[config.mk]
export PLATFORM = sky130hd
export DESIGN_NAME = slot_table_pool_allocator
export DESIGN_NICKNAME = d
export VERILOG_FILES = /design/src/design/stpa_pkg.sv /design/src/design/slot_table_pool_allocator.sv /design/src/design/stpa_ram.sv /design/src/design/stpa_front.sv /design/src/design/stpa_back.sv
export VERILOG_INCLUDE_DIRS = /design/src /design/src/design
export SDC_FILE = /design/constraint.sdc
export NUM_CORES = 1
export LEC_CHECK = 0
export BUFFER_PORTS_ARGS = -buffer_cell sky130_fd_sc_hd__buf_4
export CAP_MARGIN = 20
export CORE_UTILIZATION = 50
export DETAILED_ROUTE_END_ITERATION = 12
export PLACE_DENSITY = 0.74
export RECOVER_POWER = 100
export SLEW_MARGIN = 5
export SYNTH_ARGS = -nofsm -noshare
export SYNTH_HDL_FRONTEND = slang
export SYNTH_HIERARCHICAL = 1
export SYNTH_SLANG_ARGS = --single-unit
[constraint.sdc]
create_clock -name clock -period 15.2 [get_ports clock]
set_clock_uncertainty 0.1 [all_clocks]
set_input_delay 3.04 -clock clock [delete_from_list [all_inputs] [get_ports clock]]
set_output_delay 3.04 -clock clock [all_outputs]
set_load 0.02 [all_outputs]
[src/design/slot_table_pool_allocator_assert.svh]
// ----------------------------------------------------------------------------
// Assertion macros for the slot table pool allocator
// Immediate-implication and next-cycle checks with reset disable.
// ----------------------------------------------------------------------------
`ifndef SLOT_TABLE_POOL_ALLOCATOR_ASSERT_SVH
`define SLOT_TABLE_POOL_ALLOCATOR_ASSERT_SVH

// check cons in the same cycle as ante
`define STPA_ASSERT_IMPLY(label, clk, rst, ante, cons) \
   label: assert property (@(posedge clk) disable iff (rst) (ante) |-> (cons)) \
      else $error("stpa assertion failed");

// check cons in the cycle after ante
`define STPA_ASSERT_NEXT(label, clk, rst, ante, cons) \
   label: assert property (@(posedge clk) disable iff (rst) (ante) |=> (cons)) \
      else $error("stpa assertion failed");

`endif

[src/design/stpa_pkg.sv]
// ----------------------------------------------------------------------------
// stpa_pkg
// Shared types and constants of the slot table pool allocator.
// ----------------------------------------------------------------------------
`timescale 1ns / 1ps

package stpa_pkg;

   localparam int SLOT_COUNT_DEFAULT = 32;
   localparam int POOL_BYTES_DEFAULT = 4096;
   localparam int FIELD_W            = 12;

   localparam logic ACTION_ALLOCATE = 1'b0;
   localparam logic ACTION_RELEASE  = 1'b1;

   typedef enum logic [1:0] {
      STATUS_ALLOCATED = 2'd0,
      STATUS_NO_SLOT   = 2'd1,
      STATUS_NO_SPACE  = 2'd2,
      STATUS_RELEASED  = 2'd3
   } status_type;

   typedef enum logic {
      CMD_ALLOCATE = 1'b0,
      CMD_RELEASE  = 1'b1
   } cmd_kind_type;

   typedef struct packed {
      logic               action;
      logic [FIELD_W-1:0] alloc_length;
      logic [FIELD_W-1:0] release_offset;
   } req_type;

   typedef struct packed {
      status_type         status;
      logic [FIELD_W-1:0] granted_offset;
   } rsp_type;

   typedef struct packed {
      cmd_kind_type       kind;
      logic [FIELD_W-1:0] length;
      logic [FIELD_W-1:0] offset;
   } cmd_type;

endpackage

[src/design/slot_table_pool_allocator.sv]
// ----------------------------------------------------------------------------
// slot_table_pool_allocator
// First-fit region allocator over a slot table of offset/length reservations.
// ----------------------------------------------------------------------------
// Requests enter through a queue-style port: an allocate or release
// transaction is taken when req_push is high and req_full is low. Results
// leave the same way: the oldest result sits on rsp_data while rsp_empty is
// low and is taken when rsp_pop is high.
// The front queues up to two requests; the engine behind it walks the slot
// RAM through its single read port, one slot per cycle, then writes back.
// The engine takes the next transaction only after it has finished the last
// one and returned to idle, so it works on one transaction at a time.
// Reset empties both queues and marks every slot free at once through
// per-slot valid flags; no clearing pass is run.
// When rsp_pop stays low, one finished result is held; the engine keeps
// working on the next transaction and waits before its write-back until
// the result is taken, and req_full rises once two requests are queued.
// ----------------------------------------------------------------------------
`timescale 1ns / 1ps

module slot_table_pool_allocator #(
   parameter int SLOT_COUNT = stpa_pkg::SLOT_COUNT_DEFAULT,
   parameter int POOL_BYTES = stpa_pkg::POOL_BYTES_DEFAULT
) (
   input  logic              clock,
   input  logic              reset,
   input  logic              req_push,
   output logic              req_full,
   input  stpa_pkg::req_type req_data,
   output logic              rsp_empty,
   input  logic              rsp_pop,
   output stpa_pkg::rsp_type rsp_data
);

   logic              cmd_valid;
   logic              cmd_pop;
   stpa_pkg::cmd_type cmd_data;

   stpa_front u_front (
      .clock     (clock),
      .reset     (reset),
      .req_push  (req_push),
      .req_full  (req_full),
      .req_data  (req_data),
      .cmd_valid (cmd_valid),
      .cmd_pop   (cmd_pop),
      .cmd_data  (cmd_data)
   );

   stpa_back #(
      .SLOT_COUNT (SLOT_COUNT),
      .POOL_BYTES (POOL_BYTES)
   ) u_back (
      .clock     (clock),
      .reset     (reset),
      .cmd_valid (cmd_valid),
      .cmd_pop   (cmd_pop),
      .cmd_data  (cmd_data),
      .rsp_empty (rsp_empty),
      .rsp_pop   (rsp_pop),
      .rsp_data  (rsp_data)
   );

endmodule

[src/design/stpa_ram.sv]
// ----------------------------------------------------------------------------
// stpa_ram
// Generic single-write, single-read RAM with registered read data.
// ----------------------------------------------------------------------------
`timescale 1ns / 1ps

module stpa_ram #(
   parameter int WIDTH = 8,
   parameter int DEPTH = 32,
   localparam int ADDR_W = (DEPTH > 1) ? $clog2(DEPTH) : 1
) (
   input  logic              clock,
   input  logic              wr_en,
   input  logic [ADDR_W-1:0] wr_addr,
   input  logic [WIDTH-1:0]  wr_data,
   input  logic              rd_en,
   input  logic [ADDR_W-1:0] rd_addr,
   output logic [WIDTH-1:0]  rd_data
);

   logic [WIDTH-1:0] mem_ff [DEPTH];
   logic [WIDTH-1:0] rd_data_ff;

   always_ff @(posedge clock) begin
      if (wr_en) begin
         mem_ff[wr_addr] <= wr_data;
      end
      if (rd_en) begin
         rd_data_ff <= mem_ff[rd_addr];
      end
   end

   assign rd_data = rd_data_ff;

endmodule

[src/design/stpa_front.sv]
// ----------------------------------------------------------------------------
// stpa_front
// Request intake: classifies each transaction and queues it for the engine.
// ----------------------------------------------------------------------------
`timescale 1ns / 1ps

module stpa_front (
   input  logic              clock,
   input  logic              reset,
   input  logic              req_push,
   output logic              req_full,
   input  stpa_pkg::req_type req_data,
   output logic              cmd_valid,
   input  logic              cmd_pop,
   output stpa_pkg::cmd_type cmd_data
);

   stpa_pkg::cmd_type entry_ff [2];
   stpa_pkg::cmd_type cmd_in;
   logic              wr_ptr_ff;
   logic              rd_ptr_ff;
   logic [1:0]        count_ff;
   logic              push_ok;
   logic              pop_ok;

   assign req_full  = (count_ff == 2'd2);
   assign cmd_valid = (count_ff != 2'd0);
   assign cmd_data  = entry_ff[rd_ptr_ff];
   assign push_ok   = req_push && !req_full;
   assign pop_ok    = cmd_pop && cmd_valid;

   always_comb begin
      cmd_in.kind   = (req_data.action == stpa_pkg::ACTION_RELEASE) ?
                      stpa_pkg::CMD_RELEASE : stpa_pkg::CMD_ALLOCATE;
      cmd_in.length = req_data.alloc_length;
      cmd_in.offset = req_data.release_offset;
   end

   always_ff @(posedge clock) begin
      if (push_ok) begin
         entry_ff[wr_ptr_ff] <= cmd_in;
      end
   end

   always_ff @(posedge clock) begin
      if (reset) begin
         wr_ptr_ff <= 1'b0;
         rd_ptr_ff <= 1'b0;
         count_ff  <= 2'd0;
      end else begin
         if (push_ok) begin
            wr_ptr_ff <= ~wr_ptr_ff;
         end
         if (pop_ok) begin
            rd_ptr_ff <= ~rd_ptr_ff;
         end
         unique case ({push_ok, pop_ok})
            2'b10:   count_ff <= count_ff + 2'd1;
            2'b01:   count_ff <= count_ff - 2'd1;
            default: count_ff <= count_ff;
         endcase
      end
   end

endmodule

[src/design/stpa_back.sv]
// ----------------------------------------------------------------------------
// stpa_back
// Slot engine: scans the slot table one slot per cycle and writes back.
// ----------------------------------------------------------------------------
`timescale 1ns / 1ps
`include "slot_table_pool_allocator_assert.svh"

module stpa_back #(
   parameter int SLOT_COUNT = stpa_pkg::SLOT_COUNT_DEFAULT,
   parameter int POOL_BYTES = stpa_pkg::POOL_BYTES_DEFAULT
) (
   input  logic              clock,
   input  logic              reset,
   input  logic              cmd_valid,
   output logic              cmd_pop,
   input  stpa_pkg::cmd_type cmd_data,
   output logic              rsp_empty,
   input  logic              rsp_pop,
   output stpa_pkg::rsp_type rsp_data
);

   localparam int IDX_W   = (SLOT_COUNT > 1) ? $clog2(SLOT_COUNT) : 1;
   localparam int LEN_W   = stpa_pkg::FIELD_W;
   localparam int OFF_W   = $clog2(POOL_BYTES);
   localparam int POS_W   = $clog2(POOL_BYTES + 8192);
   localparam int ENTRY_W = OFF_W + LEN_W;
   localparam logic [IDX_W-1:0] LAST_IDX   = IDX_W'(SLOT_COUNT - 1);
   localparam logic [POS_W-1:0] POOL_LIMIT = POS_W'(POOL_BYTES);

   typedef enum logic [1:0] {
      ST_IDLE,
      ST_SCAN,
      ST_FINISH
   } state_type;

   state_type          state_ff, state_in;
   stpa_pkg::cmd_type  cmd_ff, cmd_in;
   logic [POS_W-1:0]   cursor_ff, cursor_in;
   logic [POS_W-1:0]   end_ff, end_in;
   logic               fail_ff, fail_in;
   logic               found_ff, found_in;
   logic [IDX_W-1:0]   pick_ff, pick_in;
   logic               issue_ff, issue_in;
   logic [IDX_W-1:0]   issue_idx_ff, issue_idx_in;
   logic               rd_vld_ff, rd_vld_in;
   logic [IDX_W-1:0]   rd_idx_ff, rd_idx_in;
   logic               pre_vld_ff, pre_vld_in;
   logic [IDX_W-1:0]   pre_idx_ff, pre_idx_in;
   logic               pre_used_ff, pre_used_in;
   logic [POS_W-1:0]   pre_lo_ff, pre_lo_in;
   logic [POS_W-1:0]   pre_hi_ff, pre_hi_in;
   logic [POS_W-1:0]   pre_hilen_ff, pre_hilen_in;
   logic [SLOT_COUNT-1:0] valid_ff, valid_in;
   logic               rsp_vld_ff, rsp_vld_in;
   stpa_pkg::rsp_type  rsp_ff, rsp_in;

   logic               ram_wr_en;
   logic [ENTRY_W-1:0] ram_wr_data;
   logic [ENTRY_W-1:0] ram_rd_data;
   logic [POS_W-1:0]   rd_lo;
   logic [POS_W-1:0]   rd_hi;
   logic               in_cur;
   logic               in_end;
   logic [POS_W-1:0]   cur1;
   logic [POS_W-1:0]   end1;
   logic [POS_W-1:0]   cur2;
   logic [POS_W-1:0]   end2;
   logic               rsp_room;

   stpa_ram #(
      .WIDTH (ENTRY_W),
      .DEPTH (SLOT_COUNT)
   ) u_slot_ram (
      .clock   (clock),
      .wr_en   (ram_wr_en),
      .wr_addr (pick_ff),
      .wr_data (ram_wr_data),
      .rd_en   (issue_ff),
      .rd_addr (issue_idx_ff),
      .rd_data (ram_rd_data)
   );

   assign rsp_empty   = !rsp_vld_ff;
   assign rsp_data    = rsp_ff;
   assign rsp_room    = !rsp_vld_ff || rsp_pop;
   assign ram_wr_data = {cursor_ff[OFF_W-1:0], cmd_ff.length};

   always_comb begin
      rd_lo = POS_W'(ram_rd_data[ENTRY_W-1 -: OFF_W]);
      rd_hi = rd_lo + POS_W'(ram_rd_data[LEN_W-1:0]);
   end

   always_comb begin
      in_cur = (pre_lo_ff <= cursor_ff) && (cursor_ff < pre_hi_ff);
      cur1   = in_cur ? pre_hi_ff : cursor_ff;
      end1   = in_cur ? pre_hilen_ff : end_ff;
      in_end = (pre_lo_ff <= end1) && (end1 < pre_hi_ff);
      cur2   = in_end ? pre_hi_ff : cur1;
      end2   = in_end ? pre_hilen_ff : end1;
   end

   always_comb begin
      state_in     = state_ff;
      cmd_in       = cmd_ff;
      cursor_in    = cursor_ff;
      end_in       = end_ff;
      fail_in      = fail_ff;
      found_in     = found_ff;
      pick_in      = pick_ff;
      issue_in     = issue_ff;
      issue_idx_in = issue_idx_ff;
      rd_vld_in    = issue_ff;
      rd_idx_in    = issue_idx_ff;
      pre_vld_in   = rd_vld_ff;
      pre_idx_in   = rd_idx_ff;
      pre_used_in  = valid_ff[rd_idx_ff];
      pre_lo_in    = pre_used_in ? rd_lo : '0;
      pre_hi_in    = pre_used_in ? rd_hi : '0;
      pre_hilen_in = pre_hi_in + POS_W'(cmd_ff.length);
      valid_in     = valid_ff;
      rsp_vld_in   = rsp_vld_ff && !rsp_pop;
      rsp_in       = rsp_ff;
      cmd_pop      = 1'b0;
      ram_wr_en    = 1'b0;

      unique case (state_ff)
         ST_IDLE: begin
            if (cmd_valid) begin
               cmd_pop      = 1'b1;
               cmd_in       = cmd_data;
               cursor_in    = POS_W'(1);
               end_in       = POS_W'(1) + POS_W'(cmd_data.length);
               fail_in      = 1'b0;
               found_in     = 1'b0;
               pick_in      = '0;
               issue_in     = 1'b1;
               issue_idx_in = '0;
               state_in     = ST_SCAN;
            end
         end
         ST_SCAN: begin
            if (issue_ff) begin
               issue_idx_in = issue_idx_ff + IDX_W'(1);
               if (issue_idx_ff == LAST_IDX) begin
                  issue_in = 1'b0;
               end
            end
            if (pre_vld_ff) begin
               if (!found_ff && !pre_used_ff) begin
                  found_in = 1'b1;
                  pick_in  = pre_idx_ff;
               end
               if (cmd_ff.kind == stpa_pkg::CMD_RELEASE) begin
                  if (pre_used_ff && pre_lo_ff == POS_W'(cmd_ff.offset)) begin
                     valid_in[pre_idx_ff] = 1'b0;
                  end
               end else if (!fail_ff) begin
                  cursor_in = cur2;
                  end_in    = end2;
                  fail_in   = (cur2 >= POOL_LIMIT) || (end2 >= POOL_LIMIT);
               end
               if (pre_idx_ff == LAST_IDX) begin
                  state_in = ST_FINISH;
               end
            end
         end
         ST_FINISH: begin
            if (rsp_room) begin
               rsp_vld_in            = 1'b1;
               rsp_in.granted_offset = '0;
               priority if (cmd_ff.kind == stpa_pkg::CMD_RELEASE) begin
                  rsp_in.status = stpa_pkg::STATUS_RELEASED;
               end else if (!found_ff) begin
                  rsp_in.status = stpa_pkg::STATUS_NO_SLOT;
               end else if (fail_ff) begin
                  rsp_in.status = stpa_pkg::STATUS_NO_SPACE;
               end else begin
                  rsp_in.status         = stpa_pkg::STATUS_ALLOCATED;
                  rsp_in.granted_offset = cursor_ff[LEN_W-1:0];
                  ram_wr_en             = 1'b1;
                  valid_in[pick_ff]     = 1'b1;
               end
               state_in = ST_IDLE;
            end
         end
         default: state_in = ST_IDLE;
      endcase
   end

   always_ff @(posedge clock) begin
      if (reset) begin
         state_ff   <= ST_IDLE;
         issue_ff   <= 1'b0;
         rd_vld_ff  <= 1'b0;
         pre_vld_ff <= 1'b0;
         valid_ff   <= '0;
         rsp_vld_ff <= 1'b0;
      end else begin
         state_ff   <= state_in;
         issue_ff   <= issue_in;
         rd_vld_ff  <= rd_vld_in;
         pre_vld_ff <= pre_vld_in;
         valid_ff   <= valid_in;
         rsp_vld_ff <= rsp_vld_in;
      end
      cmd_ff       <= cmd_in;
      cursor_ff    <= cursor_in;
      end_ff       <= end_in;
      fail_ff      <= fail_in;
      found_ff     <= found_in;
      pick_ff      <= pick_in;
      issue_idx_ff <= issue_idx_in;
      rd_idx_ff    <= rd_idx_in;
      pre_idx_ff   <= pre_idx_in;
      pre_used_ff  <= pre_used_in;
      pre_lo_ff    <= pre_lo_in;
      pre_hi_ff    <= pre_hi_in;
      pre_hilen_ff <= pre_hilen_in;
      rsp_ff       <= rsp_in;
   end

   `STPA_ASSERT_IMPLY(a_process_in_scan, clock, reset, pre_vld_ff, state_ff == ST_SCAN)
   `STPA_ASSERT_IMPLY(a_granted_zero, clock, reset,
      rsp_vld_ff && rsp_ff.status != stpa_pkg::STATUS_ALLOCATED,
      rsp_ff.granted_offset == '0)
   `STPA_ASSERT_NEXT(a_one_new_slot, clock, reset, 1'b1,
      $countones(valid_ff) <= $countones($past(valid_ff)) + 1)
   `STPA_ASSERT_NEXT(a_alloc_marks_slot, clock, reset,
      state_ff == ST_FINISH && rsp_room &&
      cmd_ff.kind == stpa_pkg::CMD_ALLOCATE && found_ff && !fail_ff,
      valid_ff[$past(pick_ff)])

endmodule
Yosys cells after proc, flatten, opt, wreduce, memory -nomap -nowiden --
Memories as Yosys holds them, arrays and structs flattened. A register that Yosys moved wholly into a read port is not among the register bits. Index checks and enable logic that the tools add are counted.
Storage, ports and cells: input bits 29, latch bits 0, word-level logic and storage cells 177, ROM bits 0, register bits after elaboration 174, memories kept 2, bits in writable memories 818
Operators by class: shift operators 0, div/mod/pow operators 0, bitwise operators 6, $add $sub $neg 6, equality and inequality tests 21, $mul 0, order comparisons 11, reduce and logical (&&, ||, !) cells 32, multiplexer cells 71
Memories:
- u_back.u_slot_ram.mem_ff | words 32, bits a word 24, read ports 1, clocked after Yosys merged registers in 1, wr ports 1, RTL line stpa_ram.sv:21 | logic [WIDTH-1:0] mem_ff [DEPTH];
- u_front.entry_ff | words 2, bits a word 25, read ports 1, clocked after Yosys merged registers in 1, wr ports 1, RTL line stpa_front.sv:18 | stpa_pkg::cmd_type entry_ff [2];
Operators with widths (count):
- 32-bit two-way mux | 7
- 14-bit two-way mux | 13
- 32-bit one-hot mux with 2 select lines | 1
- 14-bit one-hot mux with 2 select lines | 2
- 32-bit bitwise AND | 1
- 32-bit NOT | 1
- 32-bit OR | 1
- 14-bit by 13-bit greater-or-equal comparator with 1-bit output (second input constant) | 2
- 14-bit less-or-equal comparator | 2
- 14-bit less-than comparator | 2
- 1-bit two-way mux | 28
- 5-bit two-way mux | 4
- 5-bit one-hot mux with 2 select lines | 2
- 5-bit by 6-bit less-than comparator with 1-bit output (second input constant) | 3
- 2-bit by 1-bit inequality test with 1-bit output (second input constant) | 8
- 14-bit by 12-bit adder with 14-bit output | 1
- 14-bit by 12-bit equality test with 1-bit output | 1
- 1-bit by 12-bit adder with 13-bit output (first input constant) | 1
- 12-bit by 12-bit adder with 13-bit output | 1
- 2-bit two-way mux | 6
- 4-bit AND reduction | 3
- 1-bit demux with 5-bit select | 2
- 5-bit equality test (second input constant) | 2
- 5-bit by 1-bit greater-or-equal comparator with 1-bit output (second input constant) | 2
- other kinds (22) | 51

Depth between registers and ports, before layout --
Gate-level depths: netlist of run 1.
word-level depth 12, mapped depth 22

Cells and area by module --
Netlist of run 1, hierarchy kept.
Modules (own cells, without submodules):
- stpa_ram | times used 1, cells an instance 1711, area an instance 30720.7 um^2
- stpa_back | times used 1, cells an instance 855, area an instance 8863.5 um^2
- stpa_front | times used 1, cells an instance 104, area an instance 2024.4 um^2

Worst setup path after synthesis of run 1 --
No wires, ideal clock.
kind input-to-reg, start point input port rsp_pop, end point memory u_back/u_slot_ram/mem_ff[12][0] (netlist name), enable pin, data required time 14695 ps, slack 8691 ps, cell stages on the path 7, buffers on the path 1, arrival time 6004 ps, path through nand2b_1 > nor2b_1 > nand2_1 > inv_1 > or3b_2 > clkbuf_1 > nor2_1
On the way: cells in the longest elaborated chain, start to end 5
RTL lines:
- from (decl) | RTL line slot_table_pool_allocator.sv:31 | input logic rsp_pop,
- 1-bit logical OR | RTL line stpa_back.sv:85 | assign rsp_room = !rsp_vld_ff || rsp_pop;
- 1-bit two-way mux | RTL line stpa_back.sv:168 | if (rsp_room) begin
- 1-bit two-way mux | RTL line stpa_back.sv:126 | unique case (state_ff)
- via u_back.ram_wr_en | RTL line stpa_back.sv:57 | logic ram_wr_en;
- 1-bit two-way mux | RTL line stpa_ram.sv:25 | if (wr_en) begin
- 1-bit two-way mux (not written as such) | RTL line stpa_ram.sv:26 | mem_ff[wr_addr] <= wr_data;
- to (decl) | RTL line stpa_ram.sv:21
The timed path passes the listed nets, and every way through them passes these cells.

Worst setup path in the final report of run 1 --
start point register u_back.cursor_ff[11], end point register u_back.fail_ff, data pin
On the way: cells in the longest elaborated chain, start to end 12, elaborated cells between the ends (all ways) 17
RTL lines:
- from (decl) | RTL line stpa_back.sv:38 | logic [POS_W-1:0] cursor_ff, cursor_in;
- from (signal assigned) | RTL line stpa_back.sv:207 | cursor_ff <= cursor_in;
- 14-bit less-or-equal comparator / 14-bit less-than comparator (equally long branches) | RTL line stpa_back.sv:94 | in_cur = (pre_lo_ff <= cursor_ff) && (cursor_ff < pre_hi_ff);
- 1-bit logical AND | RTL line stpa_back.sv:94
- 14-bit two-way mux | RTL line stpa_back.sv:96 | end1 = in_cur ? pre_hilen_ff : end_ff;
- 14-bit less-or-equal comparator / 14-bit less-than comparator (equally long branches) | RTL line stpa_back.sv:97 | in_end = (pre_lo_ff <= end1) && (end1 < pre_hi_ff);
- 1-bit logical AND | RTL line stpa_back.sv:97
- 14-bit two-way mux, on equally long branches | RTL line stpa_back.sv:98, stpa_back.sv:99
- 14-bit by 13-bit greater-or-equal comparator with 1-bit output | RTL line stpa_back.sv:160 | fail_in = (cur2 >= POOL_LIMIT) || (end2 >= POOL_LIMIT);
- 1-bit logical OR * | RTL line stpa_back.sv:160
- 1-bit two-way mux * | RTL line stpa_back.sv:157 | end else if (!fail_ff) begin
- 1-bit two-way mux * | RTL line stpa_back.sv:153 | if (cmd_ff.kind == stpa_pkg::CMD_RELEASE) begin
- 1-bit two-way mux * | RTL line stpa_back.sv:148 | if (pre_vld_ff) begin
- 1-bit one-hot mux with 2 select lines * | RTL line stpa_back.sv:126
- to (signal assigned) | RTL line stpa_back.sv:209 | fail_ff <= fail_in;
- to (decl) | RTL line stpa_back.sv:40 | logic fail_ff, fail_in;
Mark *: on every way between the ends. The rest lies on a longest branch, timed or not. The select of a mux whose other input is x is not followed. A chain may end at the register's enable or synchronous reset.

==> results.md, run 1 <==
- Min-Delay Path Class: reg2reg
- Vias in the first global route: 23.55k
- Ratio of final minimum period to clock period: 54.47%
- Synth Area in Adders: 2.231%
- Final-report setup violation count: 0
- Commonest cells after routing, fill and taps aside: 921 x edfxtp_1, 415 x mux2i_1, 149 x a21oi_1
- Htree depth: 3
- Maximum achievable frequency: 120.8 MHz
- Main synth FF type: edfxtp_1
- Mux share of post-synthesis cell area: 11.47%
- Synth Register Bits: 1014
- Core box area: 0.08224 mm2
- Sw power: 3.091 mW
- Vias/cell: 5.968
- Critical Path AT: 8.50 ns
- GP Congestion: 0.9262
- Post-Route WL: 95850 um
- Initial drt markers: 2300
- Fin util: 55.86%
- Max VDD drop: 0.0001621 V
- Cell count after synthesis: 2670
- Largest area contributor in the netlist: edfxtp_1
- Post-Synthesis Cell Area: 0.04161 mm2
- Leakage: 15.82 nW
- Die Y: 290.5 um
- Metal2 WL: 47070 um
- Synth top area share: 66.47%
- Setup Fix Bufs, Post-CTS: 0
- Pwr dens: 195.8 mW/mm2
- Simple-Gate Fraction of Synth Area: 5.491%
- Peak per-stage delay on the critical path: 1.20 ns
- Post-DP HPWL: 57210 um
- CTS tree: yes
- Post-Route Setup TNS: 0 ns
- Fin crit period: 8.280 ns
- Worst-path cell chain: clkbuf_1 -> inv_1 -> ha_1 -> nand4_1 -> or4_1 -> o211ai_1 -> o311a_2 -> nand2_1 -> mux2_1 -> inv_1 -> ha_1 -> a21oi_1 -> nand2_1 -> nor3_1 -> a31oi_1 -> a221oi_1 -> a2111oi_0 -> nor4_1 -> clkbuf_1 -> mux2i_1 -> a31oi_1
- Starting Density: 50.59%
- Power Internal: 5.904 mW
- Hold_buf cts: 0
- WL/cell: 24.42 um
- Failing checks: max-capacitance violations, max-slew violations
- Drt pass-1 iters: 6
- Clock Root Buffer: clkbuf_16
- Port bufs: 44
- Gr ovfl total: 0
- Nets: 2873
- Max layer used: met4
- Measured slew at the worst slew-check pin: 2.987 ns
- Met3 Routed Length: 7337 um
- Status: finished, violations left
- Gate power share: 31.4%
- DRC violations left: 0
- CP Max Fanout: 35
- Net count after synthesis: 2772
- Slowest-stage cell, CP: nor4_1
- Setup crit end kind: register
- GRT Total Usage: 22.41%
- Post-synth cell types: 76
- Synth Area in Compound Gates: 6.447%
- M1 wire length: 38500 um
- Max-Cap Viols: 48
- Slew Limit Fails: 1382
- Relative slew slack: -99.16%
- Most area-consuming cells after synthesis: edfxtp_1 66%, mux2i_1 10%, dfxtp_1 4.5%
- Die X: 290.5 um
- Synth warnings: 6
- Switching share of power: 34.36%
- Worst Path Required: 15.42 ns
- Post-synth EDFFs: 921
- DR vias: 23.42k
- Largest family of logic cells by synthesized area: multiplexers
- Synth Area in XOR/XNOR: 1.031%
- RSZ-0062 raised after global routing: no
- Worst Path Buf+Inv: 4
- CTS Buffer Depth: 3
- Commonest non-fill, non-tap cell in the layout: edfxtp_1
- Post-CTS Resized: 0
- Type of the worst setup path: reg2reg
- P&R area growth vs syn: 10.42%
- Hold Fails Final Rpt: 0
- Post-DRT Antenna Nets: 0
- Number of I/O pins: 45
- Num CTS Buffers: 96
- Clk sinks: 1014
- Clk slew on worst S/H paths: 0.06 ns
- CP startpoint kind: register
- Die ar.: 0.08438 mm2
- Antenna violations before repair: 2
- Clock Power Share: 25.8%
- Delay-heaviest family, CP: simple AND/OR/NAND/NOR gates
- Post-synth ARST share: 0%
- Global-route wire length before repair: 142700 um
- Number of core rows: 105
- Sequential area share after synthesis: 70.94%
- Layout cell share with drive strength beyond 1: 8.795%
- Seq pwr share: 42.8%
- Largest net degree at the start of global routing: 141
- Skew-Pair Late Insertion Delay: 0.66 ns
- Syn Area/Cell: 15.58 um2
power by group through the flow:
stage	Clock, mW	Sequential [mW]	Combinational, mW
floorplan	0	3.91	1.91
global placement	0	3.95	2.67
detailed placement	0	3.97	2.73
CTS	2.35	3.91	2.75
global route	2.46	3.88	3.03
finish	2.32	3.85	2.82
stage by stage:
stage	instance area (um2)	instances	hold WS, ns	power (mW)	setup slack [ns]
finish	45940	3925	0.2857	8.995	6.920
global placement	43170	3728	0.2755	6.623	8.904
detailed placement	43230	3732	0.2681	6.695	8.704
global route	45940	3924	0.2922	9.362	6.292
floorplan	41610	2670	0.2290	5.820	8.691
CTS	46300	3913	0.2847	9.009	8.665
state kept, by name (all words and copies together) (netlist names), 12 cells and up, named ones only:
signal                     count
u_back/pre_hilen_ff           14
u_back/cmd_ff                 25
u_back/rsp_data               14
u_back/u_slot_ram/mem_ff     768
u_back/valid_ff               32
u_back/end_ff                 14
u_back/cursor_ff              14
u_front/entry_ff              50
u_back/pre_lo_ff              12
u_back/u_slot_ram/rd_data     24
u_back/pre_hi_ff              13
synthesized netlist by cell type, types with 4 or more instances:
master    number
a22o_1        48
mux2i_1      416
nand2b_1      11
xor2_1        15
buf_6         23
mux2_2        23
ha_1          71
a31oi_1       28
dfxtp_1       93
mux2_1        11
nand2_1      140
a211oi_1       5
o21ai_1        7
nand4_1       11
xnor2_1       34
edfxtp_1     921
and2_1        11
nor2b_1       28
clkbuf_1      43
nor3_1        41
a22oi_1       72
and3_1        12
a21o_1        10
o21ai_0       49
buf_4         14
nor4_1         4
nor2_1        91
nand3b_1       8
nand3_1       92
a21oi_1      149
buf_1          9
o21bai_1       7
inv_1         64
buf_2         31
mux4_2        10
nor3b_1        5
per-layer routing:
layer  global-route usage (%)  up-vias
met2                    37.55     1016
met3                    3.510      184
li1                         -    10500
met5                        0        -
met4                    8.117        0
met1                    29.70    11720
final cells by class:
type / count / area (um2)
antenna: 1 / 2.502
clock buffer: 116 / 2550
clock inverter: 65 / 525.5
fill: 6318 / 36300
inverter: 67 / 251.5
multi-input combinational: 1467 / 11160
sequential: 1014 / 29520
tap: 1070 / 1339
timing repair buffer: 125 / 599.3
path summary, 6_finish.rpt:
path | slack (ns) | end | depth (start not counted) | startpoint
hold reg to reg | 0.29 | u_back/pre_idx_ff[4]$_DFF_P_ | 0 | u_back/pre_idx_in[4]$_DFF_P_
setup / recovery | 6.92 | u_back/fail_ff$_SDFFCE_PN0P_ | 21 | u_back/cursor_ff[11]$_SDFFCE_PN0P_
hold / removal | 0.29 | u_back/pre_idx_ff[4]$_DFF_P_ | 0 | u_back/pre_idx_in[4]$_DFF_P_
setup reg to reg | 6.92 | u_back/fail_ff$_SDFFCE_PN0P_ | 21 | u_back/cursor_ff[11]$_SDFFCE_PN0P_
cell families after synthesis:
kind of cell,Yosys count
flip-flops,1014
AND/OR/NAND/NOR,475
multiplexers,460
AO/OA/AOI/OAI,410
buffers and inverters,189
adder cells (fa/ha/maj),73
XOR/XNOR,49
(Power assumes the default switching activity.)
==> run 2, diff against run 1 <==
--- a/config.mk
+++ b/config.mk
@@ -6,6 +6,7 @@
 export SDC_FILE = /design/constraint.sdc
 export NUM_CORES = 1
 export LEC_CHECK = 0
+export ABC_AREA = 1
 export BUFFER_PORTS_ARGS = -buffer_cell sky130_fd_sc_hd__buf_4
 export CAP_MARGIN = 20
 export CORE_UTILIZATION = 50
==> constraint.sdc (replaced) <==
create_clock -name clock -period 8.6 [get_ports clock]
set_clock_uncertainty 0.1 [all_clocks]
set_input_delay 1.72 -clock clock [delete_from_list [all_inputs] [get_ports clock]]
set_output_delay 1.72 -clock clock [all_outputs]
set_load 0.02 [all_outputs]
==> run 2 against run 1 <==
Compared with the run above: the run still ends with max-capacitance violations, max-slew violations left; worst hold slack lost 0.0031 ns; critical path depth shrank 10; synthesized area is 4.1% higher; total power grew 100%; register-to-register slack got worse by 4.7 ns; utilization is 0.64 points lower; sequential power rose by 80%; design area increased by 2.8%.
==> results.md, run 2 <==
- Fin util: 55.23% (was 55.86%)
- Die X: 296.4 um (was 290.5 um)
- Clock Root Buffer: clkbuf_16 (unchanged)
- Syn Area/Cell: 11.12 um2 (was 15.58 um2)
- Largest area contributor in the netlist: edfxtp_1 (unchanged)
- Commonest non-fill, non-tap cell in the layout: nand2_1 (was edfxtp_1)
- Synth Register Bits: 1014 (unchanged)
- CP startpoint kind: register (unchanged)
- Most common cell in the netlist: nand2_1 (was edfxtp_1)
- Gr ovfl total: 0 (unchanged)
- Maximum achievable frequency: 156.6 MHz (was 120.8 MHz)
- Final-report setup violation count: 0 (unchanged)
- P&R area growth vs syn: 9.032% (was 10.42%)
- DRC violations left: 0 (unchanged)
- Top flop regs: u_back/u_slot_ram/mem_ff x768, u_front/entry_ff x50, u_back/valid_ff x32 (unchanged)
- Layout cell share with drive strength beyond 1: 5.291% (was 8.795%)
- Total Power: 18.06 mW (was 8.995 mW)
- Main synth FF type: edfxtp_1 (unchanged)
- Initial drt markers: 3564 (was 2300)
- Post-Route WL: 110100 um (was 95850 um)
- Place WS: 3.479 ns (was 8.704 ns)
- Net count after synthesis: 3997 (was 2772)
- Starting Density: 50.65% (was 50.59%)
- Worst Path Buf+Inv: 3 (was 4)
- DR vias: 29.43k (was 23.42k)
- Worst-path cell chain: clkbuf_1 -> buf_4 -> buf_4 -> nand2_1 -> nand3_1 -> nand3_1 -> nand2_1 -> nand2_1 -> nand2_1 -> nand2_1 -> nand2_1 (was clkbuf_1 -> inv_1 -> ha_1 -> nand4_1 -> or4_1 -> o211ai_1 -> o311a_2 -> nand2_1 -> mux2_1 -> inv_1 -> ha_1 -> a21oi_1 -> nand2_1 -> nor3_1 -> a31oi_1 -> a221oi_1 -> a2111oi_0 -> nor4_1 -> clkbuf_1 -> mux2i_1 -> a31oi_1)
- Max layer used: met5 (was met4)
- Post-synth EDFFs: 921 (unchanged)
- Vias in the first global route: 27.98k (was 23.55k)
- GRT Total Usage: 25.07% (was 22.41%)
- Clk sinks: 1014 (unchanged)
- Leakage: 17.59 nW (was 15.82 nW)
- Post-Route Setup TNS: 0 ns (unchanged)
- Setup slack, reg-to-reg: 2.21 ns (was 6.92 ns)
- Hold Fails Final Rpt: 0 (unchanged)
- Post-synth top cells: 1244 x nand2_1, 921 x edfxtp_1, 628 x nand3_1 (was 921 x edfxtp_1, 416 x mux2i_1, 149 x a21oi_1)
- Hold_buf cts: 0 (unchanged)
- Most area-consuming cells after synthesis: edfxtp_1 64%, nand2_1 11%, nand3_1 7.3% (was edfxtp_1 66%, mux2i_1 10%, dfxtp_1 4.5%)
- Synth warnings: 6 (unchanged)
- Synth Area in Compound Gates: 3.644% (was 6.447%)
- Number of core rows: 107 (was 105)
- Cell count after synthesis: 3895 (was 2670)
- Vias/cell: 5.712 (was 5.968)
- Global-route wire length before repair: 166200 um (was 142700 um)
- WL/cell: 21.37 um (was 24.42 um)
- Relative slew slack: -134.2% (was -99.16%)
- Delay-heaviest family, CP: buffers and inverters (was simple AND/OR/NAND/NOR gates)
- Measured slew at the worst slew-check pin: 3.513 ns (was 2.987 ns)
- Core box area: 0.08555 mm2 (was 0.08224 mm2)
- Ratio of final minimum period to clock period: 74.24% (was 54.47%)
- Failing checks: max-capacitance violations, max-slew violations (unchanged)
- Final Non-Filler Cells: 5153 (was 3925)
- Skew-Pair Late Insertion Delay: 0.66 ns (about the same)
- Synth top area share: 63.83% (was 66.47%)
- Most flops, register: u_back/u_slot_ram/mem_ff (unchanged)
- Largest net degree at the start of global routing: 232 (was 141)
- Max-Cap Viols: 45 (was 48)
- Drt pass-1 iters: 6 (unchanged)
- Placed insts: 4961 (was 3732)
- Post-Place Cell Area: 0.04451 mm2 (was 0.04323 mm2)
- Post-DP HPWL: 61110 um (was 57210 um)
- Max reg flops: 768 (unchanged)
- CTS Buffer Depth: 3 (unchanged)
- Synth Area in XOR/XNOR: 0.3840% (was 1.031%)
- Post-DRT Antenna Nets: 0 (unchanged)
- Type of the worst setup path: reg2reg (unchanged)
- Slowest-stage cell, CP: clkbuf_1 (was nor4_1)
- Die ar.: 0.08784 mm2 (was 0.08438 mm2)
- Post-synth ARST share: 0% (unchanged)
- Min-Delay Path Class: reg2reg (unchanged)
- Post-synth cell types: 52 (was 76)
- M1 wire length: 43680 um (was 38500 um)
- Clk slew on worst S/H paths: 0.06 ns (about the same)
- CTS tree: yes (unchanged)
- Sequential area share after synthesis: 68.12% (was 70.94%)
- Pwr dens: 382.2 mW/mm2 (was 195.8 mW/mm2)
- Largest family of logic cells by synthesized area: simple AND/OR/NAND/NOR gates (was multiplexers)
- Nets: 4033 (was 2873)
- Synth Area in Adders: 2.143% (was 2.231%)
- Setup crit end kind: register (unchanged)
- PnR worst setup slack: 2.215 ns (was 6.920 ns)
- Metal2 WL: 51170 um (was 47070 um)
- Worst Path Required: 9.01 ns (was 15.42 ns)
- Commonest cells after routing, fill and taps aside: 1248 x nand2_1, 921 x edfxtp_1, 628 x nand3_1 (was 921 x edfxtp_1, 415 x mux2i_1, 149 x a21oi_1)
- CP Max Fanout: 84 (was 35)
- Port bufs: 44 (unchanged)
- Worst path most repeated cell: nand2_1
- Antenna violations before repair: 5 (was 2)
- Critical Path AT: 6.79 ns (was 8.50 ns)
- Slew Limit Fails: 1299 (was 1382)
- Setup Fix Bufs, Post-CTS: 0 (unchanged)
- Simple-Gate Fraction of Synth Area: 20.31% (was 5.491%)
- Mux share of post-synthesis cell area: 0.8230% (was 11.47%)
- Met3 Routed Length: 11150 um (was 7337 um)
- Htree depth: 3 (unchanged)
- RSZ-0062 raised after global routing: no (unchanged)
- GP Congestion: 0.9021 (was 0.9262)
- Status: finished, violations left (unchanged)
- Peak per-stage delay on the critical path: 2.50 ns (was 1.20 ns)
- Num CTS Buffers: 99 (was 96)
- Final worst hold slack: 0.2827 ns (was 0.2857 ns)
- Fin crit period: 6.385 ns (was 8.280 ns)
- Die Y: 296.4 um (was 290.5 um)
- Max VDD drop: 0.0002840 V (was 0.0001621 V)
- Post-Synthesis Cell Area: 0.04333 mm2 (was 0.04161 mm2)
- Post-route cell area: 0.04724 mm2 (was 0.04594 mm2)
- Post-CTS Resized: 0 (unchanged)
- Number of I/O pins: 45 (unchanged)
==> run 2: changes by cell type in the layout (fill, tap and decap cells not counted), moves of 72 or more <==
| cell | delta |
|---|---|
| mux2i_1 | -415 |
| nand2_1 | +1107 |
| nor2_1 | +76 |
| nand3_1 | +536 |
| inv_1 | +131 |
| a22oi_1 | -72 |
==> run 2: worst paths after layout <==
path                                                 end                                  from  depth (start not counted)
hold reg to reg             u_back/pre_idx_ff[3]$_DFF_P_          u_back/pre_idx_in[3]$_DFF_P_                          0
setup reg to reg  u_back/u_slot_ram/rd_data[0]$_DFFE_PP_  u_back/issue_idx_ff[0]$_SDFFCE_PN0P_                         11
setup / recovery  u_back/u_slot_ram/rd_data[0]$_DFFE_PP_  u_back/issue_idx_ff[0]$_SDFFCE_PN0P_                         11
hold / removal              u_back/pre_idx_ff[3]$_DFF_P_          u_back/pre_idx_in[3]$_DFF_P_                          0
==> run 2: power by group <==
part,switching [mW],internal (mW)
Clock,1.80,2.39
Combinational,5.04,1.90
Sequential,0.416,6.51
==> run 2: cell type report <==
class	instances	area, um2
clock buffers	121	2613
flip-flops and latches	1014	29520
fillers	7044	38300
repair buffers	126	629.4
multi-input cells	2489	11790
well taps	1144	1431
inverters	201	774.5
clock inverters	56	484.2
diodes	2	5.005
==> run 2: cell families (layout without fill, tap and decap cells) <==
| kind of cell | count (synthesis) | in the layout |
|---|---|---|
| XOR/XNOR | 19 | 19 |
| AO/OA/AOI/OAI | 275 | 275 |
| other | 0 | 2 |
| multiplexers | 25 | 25 |
| AND/OR/NAND/NOR | 2097 | 2097 |
| buffers and inverters | 392 | 504 |
| flip-flops | 1014 | 1014 |
| adder cells (fa/ha/maj) | 73 | 73 |
==> run 2: per-layer routing <==
layer,global-route usage [%],vias up
met5,0,-
met2,39.47,1513
met1,34.93,14140
met4,9.756,2
met3,4.169,234
li1,-,13540
